File: src/rtl/can_acf_pkg.sv
// Shared types and constants for the CAN receive acceptance filter.
// No dependencies; imported by every module of the block.
package can_acf_pkg;

    localparam int FILTER_ENTRIES = 16;
    localparam int IDX_W  = (FILTER_ENTRIES > 1) ? $clog2(FILTER_ENTRIES) : 1;
    localparam int CNT_W  = $clog2(FILTER_ENTRIES + 1);
    localparam int WORD_W = 12;

    localparam logic [WORD_W-1:0] MASK_RESET = 12'hFFF;
    localparam logic [WORD_W-1:0] IDENT_RESET = 12'h000;

    localparam logic MODE_PROGRAM = 1'b0;
    localparam logic MODE_FRAME   = 1'b1;

    typedef struct packed {
        logic        mode;
        logic [7:0]  entry_index;
        logic [10:0] filter_ident;
        logic [10:0] filter_mask;
        logic        filter_rtr;
        logic [10:0] frame_id;
        logic        frame_rtr;
        logic [3:0]  frame_dlc;
        logic [63:0] frame_data;
    } t_in_item;

    typedef struct packed {
        logic        program_ok;
        logic        frame_hit;
        logic        frame_delivered;
        logic [3:0]  hit_index;
        logic [10:0] out_id;
        logic        out_rtr;
        logic [3:0]  out_dlc;
        logic [63:0] out_data;
    } t_out_item;

    // Search token handed from cell to cell.
    typedef struct packed {
        logic              valid;
        logic [WORD_W-1:0] word;
        logic              hit;
        logic [IDX_W-1:0]  idx;
        logic              prog;
    } t_token;

    // Entry write broadcast to all cells.
    typedef struct packed {
        logic [WORD_W-1:0] ident;
        logic [WORD_W-1:0] mask;
    } t_entry_wr;

    typedef enum logic [1:0] {
        ST_IDLE,
        ST_SCAN,
        ST_HOLD
    } t_state;

endpackage

File: src/rtl/can_acf_cell.sv
// One filter entry of the chain: stores identifier, mask and programmed flag,
// and checks the passing search token. Depends on can_acf_pkg.
module can_acf_cell
    import can_acf_pkg::*;
(
    input  logic             i_clk,
    input  logic             i_rst_n,
    input  logic [IDX_W-1:0] i_cell_idx,
    input  logic             i_active,
    input  logic             i_wr_en,
    input  t_entry_wr        i_wr,
    input  t_token           i_tok,
    output t_token           o_tok
);

    logic [WORD_W-1:0] r_ident;
    logic [WORD_W-1:0] r_mask;
    logic              r_prog;
    t_token            r_tok;
    t_token            n_tok;
    logic              w_match;

    always_ff @(posedge i_clk) begin
        if (!i_rst_n) begin
            r_ident <= IDENT_RESET;
            r_mask  <= MASK_RESET;
            r_prog  <= 1'b0;
        end else if (i_wr_en) begin
            r_ident <= i_wr.ident;
            r_mask  <= i_wr.mask;
            r_prog  <= 1'b1;
        end
    end

    assign w_match = ((i_tok.word ^ r_ident) & r_mask) == '0;

    // Only the first active match claims the token.
    always_comb begin
        n_tok = i_tok;
        if (i_tok.valid && !i_tok.hit && i_active && w_match) begin
            n_tok.hit  = 1'b1;
            n_tok.idx  = i_cell_idx;
            n_tok.prog = r_prog;
        end
    end

    always_ff @(posedge i_clk) begin
        if (!i_rst_n) begin
            r_tok.valid <= 1'b0;
        end else begin
            r_tok.valid <= n_tok.valid;
        end
        r_tok.word <= n_tok.word;
        r_tok.hit  <= n_tok.hit;
        r_tok.idx  <= n_tok.idx;
        r_tok.prog <= n_tok.prog;
    end

    assign o_tok = r_tok;

endmodule

File: src/rtl/can_rx_acceptance_filter_core.sv
// Top level of the CAN receive acceptance filter: item handshakes, entry
// programming, result register and the chain of filter cells.
// Depends on can_acf_pkg and can_acf_cell.
//
// Usage:
//   Input channel (i_in_valid / o_in_ready, i_in_item) carries program items
//   (mode 0) and received frames (mode 1). Output channel (o_out_valid /
//   i_out_ready, o_out_item) returns exactly one result item per input item.
//   Configuration channel (i_cfg_valid / o_cfg_ready, i_cfg_data) sets the
//   number of entries in use; write it only while the block is idle.
// Sequencing and throughput:
//   A program item writes its entry in the accept cycle; its result is
//   valid the next cycle, and a new item may follow every cycle while
//   the output register is free. A frame item walks the search token
//   through one cell per cycle into the finish register; the result then
//   moves to the output register once that register is free, and the
//   next item is taken only after that move.
// Reset:
//   All entries return to identifier 0, mask all ones, not programmed;
//   entries in use returns to 16. No clearing pass is needed.
// Stall:
//   While a result waits on i_out_ready, a finished frame result is parked
//   and no new item is accepted until the output register frees up.
module can_rx_acceptance_filter_core
    import can_acf_pkg::*;
(
    input  logic      i_clk,
    input  logic      i_rst_n,
    input  logic      i_in_valid,
    output logic      o_in_ready,
    input  t_in_item  i_in_item,
    output logic      o_out_valid,
    input  logic      i_out_ready,
    output t_out_item o_out_item,
    input  logic      i_cfg_valid,
    output logic      o_cfg_ready,
    input  logic [4:0] i_cfg_data
);

    logic [4:0]       r_entries;
    logic [CNT_W-1:0] w_count;
    t_state           r_state;
    t_state           n_state;
    logic             w_in_ready;
    logic             w_in_acc;
    logic             w_out_free;
    logic             w_prog_ok;
    logic             w_prog_item;
    logic             w_frame_item;
    logic             w_load_frame;
    t_entry_wr        w_wr;
    t_token           w_tok [FILTER_ENTRIES+1];
    logic [FILTER_ENTRIES-1:0] w_wr_en;
    logic [FILTER_ENTRIES-1:0] w_active;
    t_token           r_fin;
    t_in_item         r_frame;
    logic             r_out_valid;
    t_out_item        r_out_item;
    t_out_item        w_prog_res;
    t_out_item        w_frame_res;

    assign o_cfg_ready = 1'b1;

    always_ff @(posedge i_clk) begin
        if (!i_rst_n) begin
            r_entries <= 5'd16;
        end else if (i_cfg_valid) begin
            r_entries <= i_cfg_data;
        end
    end

    // Saturate the configured count at the bank size.
    always_comb begin
        if (32'(r_entries) < FILTER_ENTRIES) begin
            w_count = CNT_W'(r_entries);
        end else begin
            w_count = CNT_W'(FILTER_ENTRIES);
        end
    end

    assign w_out_free   = !r_out_valid || i_out_ready;
    assign w_in_acc     = i_in_valid && w_in_ready;
    assign w_prog_item  = w_in_acc && (i_in_item.mode == MODE_PROGRAM);
    assign w_frame_item = w_in_acc && (i_in_item.mode == MODE_FRAME);
    assign w_prog_ok    = 32'(i_in_item.entry_index) < 32'(w_count);
    assign o_in_ready   = w_in_ready;

    always_ff @(posedge i_clk) begin
        if (!i_rst_n) begin
            r_state <= ST_IDLE;
        end else begin
            r_state <= n_state;
        end
    end

    always_comb begin
        n_state      = r_state;
        w_in_ready   = 1'b0;
        w_load_frame = 1'b0;
        unique case (r_state)
            ST_IDLE: begin
                w_in_ready = w_out_free;
                if (w_frame_item) begin
                    n_state = ST_SCAN;
                end
            end
            ST_SCAN: begin
                if (w_tok[FILTER_ENTRIES].valid) begin
                    n_state = ST_HOLD;
                end
            end
            ST_HOLD: begin
                if (w_out_free) begin
                    w_load_frame = 1'b1;
                    n_state      = ST_IDLE;
                end
            end
            default: begin
                n_state = ST_IDLE;
            end
        endcase
    end

    assign w_wr.ident = {i_in_item.filter_rtr, i_in_item.filter_ident};
    assign w_wr.mask  = {1'b1, i_in_item.filter_mask};

    // Inject the search token in the accept cycle.
    always_comb begin
        w_tok[0].valid = w_frame_item;
        w_tok[0].word  = {i_in_item.frame_rtr, i_in_item.frame_id};
        w_tok[0].hit   = 1'b0;
        w_tok[0].idx   = '0;
        w_tok[0].prog  = 1'b0;
    end

    for (genvar g = 0; g < FILTER_ENTRIES; g++) begin : g_cell
        assign w_active[g] = 32'(g) < 32'(w_count);
        assign w_wr_en[g]  = w_prog_item && w_prog_ok &&
                             (i_in_item.entry_index[IDX_W-1:0] == IDX_W'(g));

        can_acf_cell u_cell (
            .i_clk      (i_clk),
            .i_rst_n    (i_rst_n),
            .i_cell_idx (IDX_W'(g)),
            .i_active   (w_active[g]),
            .i_wr_en    (w_wr_en[g]),
            .i_wr       (w_wr),
            .i_tok      (w_tok[g]),
            .o_tok      (w_tok[g+1])
        );
    end

    always_ff @(posedge i_clk) begin
        if (w_frame_item) begin
            r_frame <= i_in_item;
        end
        if (r_state == ST_SCAN && w_tok[FILTER_ENTRIES].valid) begin
            r_fin <= w_tok[FILTER_ENTRIES];
        end
    end

    always_comb begin
        w_prog_res            = '0;
        w_prog_res.program_ok = w_prog_ok;

        w_frame_res           = '0;
        w_frame_res.frame_hit = r_fin.hit;
        if (r_fin.hit) begin
            w_frame_res.hit_index = 4'(r_fin.idx);
        end
        if (r_fin.hit && r_fin.prog) begin
            w_frame_res.frame_delivered = 1'b1;
            w_frame_res.out_id          = r_frame.frame_id;
            w_frame_res.out_rtr         = r_frame.frame_rtr;
            w_frame_res.out_dlc         = r_frame.frame_dlc;
            w_frame_res.out_data        = r_frame.frame_data;
        end
    end

    always_ff @(posedge i_clk) begin
        if (!i_rst_n) begin
            r_out_valid <= 1'b0;
        end else if (w_prog_item || w_load_frame) begin
            r_out_valid <= 1'b1;
        end else if (i_out_ready) begin
            r_out_valid <= 1'b0;
        end
        if (w_prog_item) begin
            r_out_item <= w_prog_res;
        end else if (w_load_frame) begin
            r_out_item <= w_frame_res;
        end
    end

    assign o_out_valid = r_out_valid;
    assign o_out_item  = r_out_item;

endmodule

File: config.mk
export PLATFORM = sky130hd
export DESIGN_NAME = can_rx_acceptance_filter_core
export DESIGN_NICKNAME = d
export VERILOG_FILES = /design/src/rtl/can_acf_pkg.sv /design/src/rtl/can_acf_cell.sv /design/src/rtl/can_rx_acceptance_filter_core.sv
export SDC_FILE = /design/constraint.sdc
export NUM_CORES = 1
export LEC_CHECK = 0
export BUFFER_PORTS_ARGS = -buffer_cell sky130_fd_sc_hd__buf_2
export CAP_MARGIN = 30
export CORE_UTILIZATION = 64
export CTS_CLUSTER_SIZE = 28
export DETAILED_ROUTE_END_ITERATION = 8
export PLACE_DENSITY = 0.81
export SYNTH_ARGS = -nofsm -noshare
export SYNTH_HDL_FRONTEND = slang
export SYNTH_SLANG_ARGS = --single-unit
File: constraint.sdc
create_clock -name i_clk -period 8.85 [get_ports i_clk]
set_clock_uncertainty 0.1 [all_clocks]
set_input_delay 1.77 -clock i_clk [delete_from_list [all_inputs] [get_ports i_clk]]
set_output_delay 1.77 -clock i_clk [all_outputs]
set_load 0.1 [all_outputs]
# Word-level counts from Yosys, hierarchy flattened
# Index checks and enable logic that the tools add are counted.
# W data, S select, Z words.
# totals
register_bits	857
input_bits	122
output_inout_bits	90
elab_cells	355
# classes
order_cmp	18
n_eq_ne	20
n_mux	31
bitwise	33
n_reduce_logical	108
# ops
cell	n
$and A12 B12 Y12	16
$logic_not A12 Y1	16
$xor A12 B12 Y12	16
$mux W87	2
$mux W80	1
$logic_and A1 B1 Y1	69
$lt A4 B5 Y1 const A	8
$eq A4 B4 Y1 const B	8
$mux W1	21
$lt A3 B5 Y1 const A	4
$eq A4 B3 Y1 const B	4
$logic_not A1 Y1	16
$lt A1 B5 Y1 const A	2
$lt A2 B5 Y1 const A	2
$eq A4 B2 Y1 const B	2
$lt A8 B5 Y1	1
$mux W2	3
$mux W6	1
$pmux W2 S3	1
$lt A5 B5 Y1 const B	1
$mux W5	1
$eq A4 B1 Y1 const B	1
$logic_not A4 Y1	1
$mux W4	1
9 further kinds	12

# Depth between registers and ports, before layout
# logic_depth
word_depth	8
ltp_mapped	10
ltp_nobuf	8

# Modules after synthesis
# Synthesis repeated with hierarchy kept, for this count alone.
# hier_totals
hier_cells	2434
hier_area_um2	30445.4
# by_module_without_submodules
mod	instances	cells_each	area_per_inst_um2	seq_area_each_um2
can_acf_cell	16	127	1517.7	880.8
can_rx_acceptance_filter_core	1	402	6162.2	4494.3

# Least setup slack after synthesis
# Ideal clock, no wire load.
# synth_timing
path_type	input -> register
startpoint	input i_out_ready
endpoint	register g_cell[0].u_cell.r_tok, in the netlist g_cell[0].u_cell.o_tok[0]
setup_time_ns	0.059
t_arrival_ns	6.631
slack_ns	2.060
stages	5
n_path_buf	0
path_cell_list	nor2b_1 -> nor3_1 -> and3_1 -> and4_1 -> and2_1
# synth_rtl
element	line_no	text
start: declaration	can_rx_acceptance_filter_core.sv:33	input logic i_out_ready,
end: declaration	can_acf_cell.sv:19	t_token r_tok;

# Worst setup path after layout
# layout_timing
startpoint	input i_out_ready
endpoint	output o_in_ready
# layout_between
elab_chain_cells	2
# layout_lines
element	line_no	text
$logic_or A1 B1 Y1	can_rx_acceptance_filter_core.sv:81	assign w_out_free = !r_out_valid || i_out_ready;
$mux W1	can_rx_acceptance_filter_core.sv:100	unique case (r_state)
end: declaration	can_rx_acceptance_filter_core.sv:30	output logic o_in_ready,
# No other way between the ends.

==> out/qor_table.md <==
| Group | Parameter | Reported |
|---|---|---|
| layout | Non-filler instance count after layout | 3,240 |
| synthesis | Multiplexer fraction of the synthesized cell area | 13.48% |
| worst setup path | Critical Path Fanout Max | 3 |
| clock network | Clock root buffer master | sky130_fd_sc_hd__clkbuf_16 |
| global route | First-pass GRT wire length | 104,700 µm |
| worst setup path | Crit Reg-Reg Endpoint | g_cell[10].u_cell.r_ident[11]$_SDFFE_PN0P_ |
| floorplanning | Area of the placeable core | 44,410 µm² |
| drt | Via-per-instance ratio | 5.595 |
| sta | Total count of max-transition violations in the final report | 0 |
| sta | Unrepaired setup endpoints after global routing | no |
| synthesis | Post-Synth Adder-Cell Area | 0.1300% |
| power and ir drop | Sw frac | 21.23% |
| synthesis | Fraction of the mapped netlist area in compound gates | 5.878% |
| worst setup path | Register-to-register setup slack | 5.29 ns |
| job | Max-capacitance violation count | 0 |
| floorplanning | Area enclosed by the die boundary | 45,980 µm² |
| worst setup path | Cell type with the highest occurrence count on the critical path | sky130_fd_sc_hd__buf_2 |
| power and ir drop | Switching power summed over all nets | 0.001624 W |
| power and ir drop | Pwr/cell area | 230.5 nW/µm² |
| worst setup path | Category of cells accounting for the largest share of critical-path delay | buffers and inverters |
| clock network | Post-CTS sizing | 0 |
| placed design | Number of buffer cells added on primary ports | 210 |
| placed design | Final weighted congestion of routability-driven global placement | 0.8524 |
| synthesis | Library cell with the largest summed area after synthesis | sky130_fd_sc_hd__dfxtp_1 |
| worst setup path | Cell depth of the worst setup path | 4 |
| synthesis | Number of synthesized flops with an enable pin | 87 |
| drt | Average wire per standard cell | 20.89 µm |
| worst setup path | Worst setup EP type | primary output |
| sta | Number of failing hold endpoints at the final stage | 0 |
| synthesis | Distinct cell type count after synthesis | 50 |
| synthesis | Total number of yosys warnings | 0 |
| global route | Vias in the first global route | 18,460 |
| synthesis | Synthesized flop and latch total | 842 |
| layout | Cell area after layout | 33,180 µm² |
| global route | Initial antenna violation count | 4 |
| power and ir drop | Gate power share | 3.3% |
| layout | Finished Core Util | 74.71% |
| synthesis | Sequential fraction of the synthesis area | 61.37% |
| min path | Endpoint of the worst hold-timing path | g_cell[10].u_cell.o_tok[16]$_DFF_P_ |
| worst setup path | Reg-to-reg startpoint | r_entries[4]$_SDFFE_PN1P_ |
| drt | Remaining routing DRC violations | 0 |
| power and ir drop | Cell internal power dissipation | 0.006026 W |
| synthesis | Share of Yosys cell area claimed by the top area cell type | 52.33% |
| synthesis | Asr flop ratio synth | 0% |
| worst setup path | Worst path required time | 6.98 ns |
| synthesis | Average footprint of a synthesized cell | 12.02 µm² |
| clock network | CTS max path bufs | 3 |
| sta | Max Fclk | 222.7 MHz |
| layout | Final net count | 2,712 |
| worst setup path | Slowest cell delay on critical path | 0.48 ns |
| power and ir drop | Static power due to leakage | 15.99 nW |
| synthesis | Combinational family with the most area after synthesis | multiplexers |
| global route | Overall routing resource usage | 29.43% |
| clock network | Total clock sinks | 842 |
| drt | 1st-iter DRT viols | 1,397 |
| layout | Share of layout cells above drive strength 1 | 16.62% |
| floorplanning | Number of primary I/O pins | 212 |
| clock network | CTS buffer count | 79 |
| clock network | Clock-pin transition on the worst setup and hold timing paths | 0.06 ns |
| worst setup path | Crit path DAT | 2.62 ns |
| global route | Largest net degree at the start of global routing | 280 |
| sta | Worst-case hold slack | 0.2596 ns |
| min path | Startpoint of the lowest-slack hold path | g_cell[9].u_cell.o_tok[16]$_DFF_P_ |
| synthesis | Number of nets in the synthesized netlist | 2,528 |
| clock network | Hold-fix buffers, CTS | 0 |
| worst setup path | Worst-path cell with the longest stage delay | sky130_fd_sc_hd__buf_2 |
| placed design | Total cell area at the placement stage | 30,420 µm² |
| floorplanning | Starting utilization of the core area | 65.03% |
| drt | Number of nets with antenna violations after detailed routing | 0 |
| drt | DRT Wirelength | 67,700 µm |
| sta | Final clock period utilization by the worst path | 50.74% |
| power and ir drop | Relative contribution of the clock network to total power | 44.8% |
| clock network | Depth of the CTS H-tree | 3 |
| sta | Minimum clock period after layout | 4.491 ns |
| drt | First-pass iteration count of the detailed router | 5 |
| min path | Class of the most critical hold timing path | flip-flop to flip-flop |
| synthesis | Simple-gate area share of the yosys netlist | 10.86% |
| worst setup path | Critical path launch point type | primary input |
| synthesis | Xor and xnor fraction of the mapped netlist area | 5.852% |
| sta | Actual slew at the worst max-slew pin | 1.223 ns |
| worst setup path | Startpoint-to-endpoint class of the critical path | primary input to primary output |
| worst setup path | Number of buffer and inverter stages on the critical path | 2 |
| floorplanning | Number of standard-cell rows in the floorplan | 77 |
| synthesis | Post-Synthesis Cell Area | 28,880 µm² |
| worst setup path | Critical Path, Cell by Cell | buf_2, nor2b_1, nor3_1, buf_2 |
| worst setup path | Cell count of the worst reg-to-reg path | 6 |
| sta | Final-report setup violation count | 0 |
| placed design | Cell Count Post-Placement | 3,093 |
| sta | Headroom to the max-slew limit | 18.43% |
| sta | Final-layout setup total negative slack | 0 ns |
| clock network | Post-CTS Repair Setup Buffers | 0 |
| clock network | Latest clock arrival within the worst-skew pair | 0.62 ns |
| power and ir drop | Sequential share of power | 51.9% |
| drt | Overall via count from detail_route | 18,130 |
| run status | Status | completed |
| layout | Area growth from synthesis to layout | 14.88% |
| clock network | CTS tree | built |
| global route | Congestion Overflow GR | 0 |
| min path | Number of stages on the worst hold path | 0 |
| power and ir drop | Maximum resistive drop on vdd | 0.0002015 V |
| placed design | HPWL after detailed placement | 42,160 µm |
| synthesis | Synthesized instance count | 2,403 |
| synthesis | Ys flop type | sky130_fd_sc_hd__dfxtp_1 |
| synthesis | Synth area leaders | sky130_fd_sc_hd__dfxtp_1 (52%), sky130_fd_sc_hd__mux2i_1 (13%), sky130_fd_sc_hd__edfxtp_1 (9.0%) |
| floorplanning | Overall die width | 214.4 µm |
| floorplanning | Die height | 214.4 µm |
## layout by cell type (no fill, tap or decap), types with 29 or more instances in the layout
cell type	Yosys	final
sky130_fd_sc_hd__edfxtp_1	87	87
sky130_fd_sc_hd__clkbuf_16	0	83
sky130_fd_sc_hd__buf_4	1	29
sky130_fd_sc_hd__nand3_1	36	36
sky130_fd_sc_hd__mux2i_1	372	372
sky130_fd_sc_hd__a22o_1	90	90
sky130_fd_sc_hd__nor2b_1	209	208
sky130_fd_sc_hd__a22oi_1	55	55
sky130_fd_sc_hd__or2_2	45	45
sky130_fd_sc_hd__nand2_1	218	218
sky130_fd_sc_hd__xor2_1	190	190
sky130_fd_sc_hd__buf_2	22	209
sky130_fd_sc_hd__dfxtp_1	755	755
## cells by family after synthesis
family,after synthesis
other,1
DFF,842
adders and majority gates,3
muxes,387
xor gates and xnor gates,193
and+or+nand+nor,600
AOI/OAI and AO/OA,207
buffers and inverters,170
## worst max path at each step
stage                        start                                        end  slack (ns)
floorplan              i_out_ready       g_cell[0].u_cell.o_tok[0]$_SDFF_PN0_        2.06
global placement    i_in_item[106]  g_cell[11].u_cell.r_ident[2]$_SDFFE_PN0P_        4.29
detailed placement  i_in_item[106]  g_cell[11].u_cell.r_ident[1]$_SDFFE_PN0P_        4.17
CTS                    i_out_ready                                 o_in_ready        4.38
global route           i_out_ready                                 o_in_ready        4.30
finish                 i_out_ready                                 o_in_ready        4.36
## cell type report
class | count | area (µm²)
Sequential cell | 842 | 17730
Fill cell | 2832 | 11230
Antenna cell | 1 | 2.502
Timing Repair Buffer | 249 | 1496
Tap cell | 592 | 740.7
Clock inverter | 26 | 265.3
Inverter | 24 | 90.09
Multi-Input combinational cell | 1391 | 10470
Clock buffer | 115 | 2387
## through the flow
stage | setup slack, ns | total power, W
finish | 4.359 | 0.007650
CTS | 4.380 | 0.007673
global route | 4.304 | 0.007867
detailed placement | 4.168 | 0.004296
global placement | 4.287 | 0.004285
floorplan | 2.060 | 0.004174
## Yosys cell counts (2+ instances only)
| master | n |
|---|---|
| sky130_fd_sc_hd__dfxtp_1 | 755 |
| sky130_fd_sc_hd__mux2i_1 | 372 |
| sky130_fd_sc_hd__nand2_1 | 218 |
| sky130_fd_sc_hd__nor2b_1 | 209 |
| sky130_fd_sc_hd__xor2_1 | 190 |
| sky130_fd_sc_hd__clkbuf_1 | 115 |
| sky130_fd_sc_hd__a22o_1 | 90 |
| sky130_fd_sc_hd__edfxtp_1 | 87 |
| sky130_fd_sc_hd__a22oi_1 | 55 |
| sky130_fd_sc_hd__or2_2 | 45 |
| sky130_fd_sc_hd__nand3_1 | 36 |
| sky130_fd_sc_hd__inv_1 | 24 |
| sky130_fd_sc_hd__buf_2 | 22 |
| sky130_fd_sc_hd__nor3_1 | 21 |
| sky130_fd_sc_hd__and2_1 | 18 |
| sky130_fd_sc_hd__nor2_1 | 18 |
| sky130_fd_sc_hd__a21boi_1 | 15 |
| sky130_fd_sc_hd__mux2_2 | 15 |
| sky130_fd_sc_hd__a222oi_1 | 11 |
| sky130_fd_sc_hd__a2111oi_0 | 7 |
| sky130_fd_sc_hd__nand2b_1 | 7 |
| sky130_fd_sc_hd__a21oi_1 | 6 |
| sky130_fd_sc_hd__a221oi_1 | 5 |
| sky130_fd_sc_hd__and3_1 | 5 |
| sky130_fd_sc_hd__nand4_1 | 5 |
| sky130_fd_sc_hd__buf_1 | 4 |
| sky130_fd_sc_hd__buf_6 | 4 |
| sky130_fd_sc_hd__nand4b_1 | 4 |
| sky130_fd_sc_hd__o21a_1 | 4 |
| sky130_fd_sc_hd__a21o_1 | 3 |
| sky130_fd_sc_hd__and4_1 | 3 |
| sky130_fd_sc_hd__ha_1 | 3 |
| sky130_fd_sc_hd__nor4b_1 | 3 |
| sky130_fd_sc_hd__xnor2_1 | 3 |
| sky130_fd_sc_hd__a32oi_1 | 2 |
| sky130_fd_sc_hd__nor3b_1 | 2 |
| sky130_fd_sc_hd__nor4_1 | 2 |
| sky130_fd_sc_hd__o211ai_1 | 2 |
| sky130_fd_sc_hd__or4_4 | 2 |
## flip-flops by register name, summed over array words and instances (netlist names)
| register | count |
|---|---|
| r_state | 2 |
| o_out_item | 87 |
| r_frame | 80 |
| g_cell.u_cell.o_tok | 277 |
| o_out_valid | 1 |
| r_entries | 5 |
| g_cell.u_cell.r_mask | 176 |
| g_cell.u_cell.r_ident | 192 |
| g_cell.u_cell.r_prog | 16 |
| r_fin | 6 |
## power by group through the flow
stage                     sequential [W]  clock, W  combinational [W]
after CTS                        0.00397   0.00346           0.000246
after global placement           0.00405         0           0.000233
after global routing             0.00397   0.00362           0.000268
after detailed placement         0.00405         0           0.000244
final                            0.00397   0.00342           0.000254
after floorplan                  0.00403         0           0.000139
## worst reg2reg max path: cells and delay by family (launching register included)
family	cells	cell delay (ns)
DFF	1	0.72
AOI/OAI and AO/OA	1	0.34
buffers and inverters	1	0.42
adders and majority gates	1	0.30
muxes	1	0.22
and+or+nand+nor	2	1.30
## layer usage
metal	share of wire (%)	track usage, %
met4	3.2	11.12
met2	47	47.54
met3	5.9	6.610
met5	0.034	0
met1	44	38.67
Power figures use the tool's default switching activity.
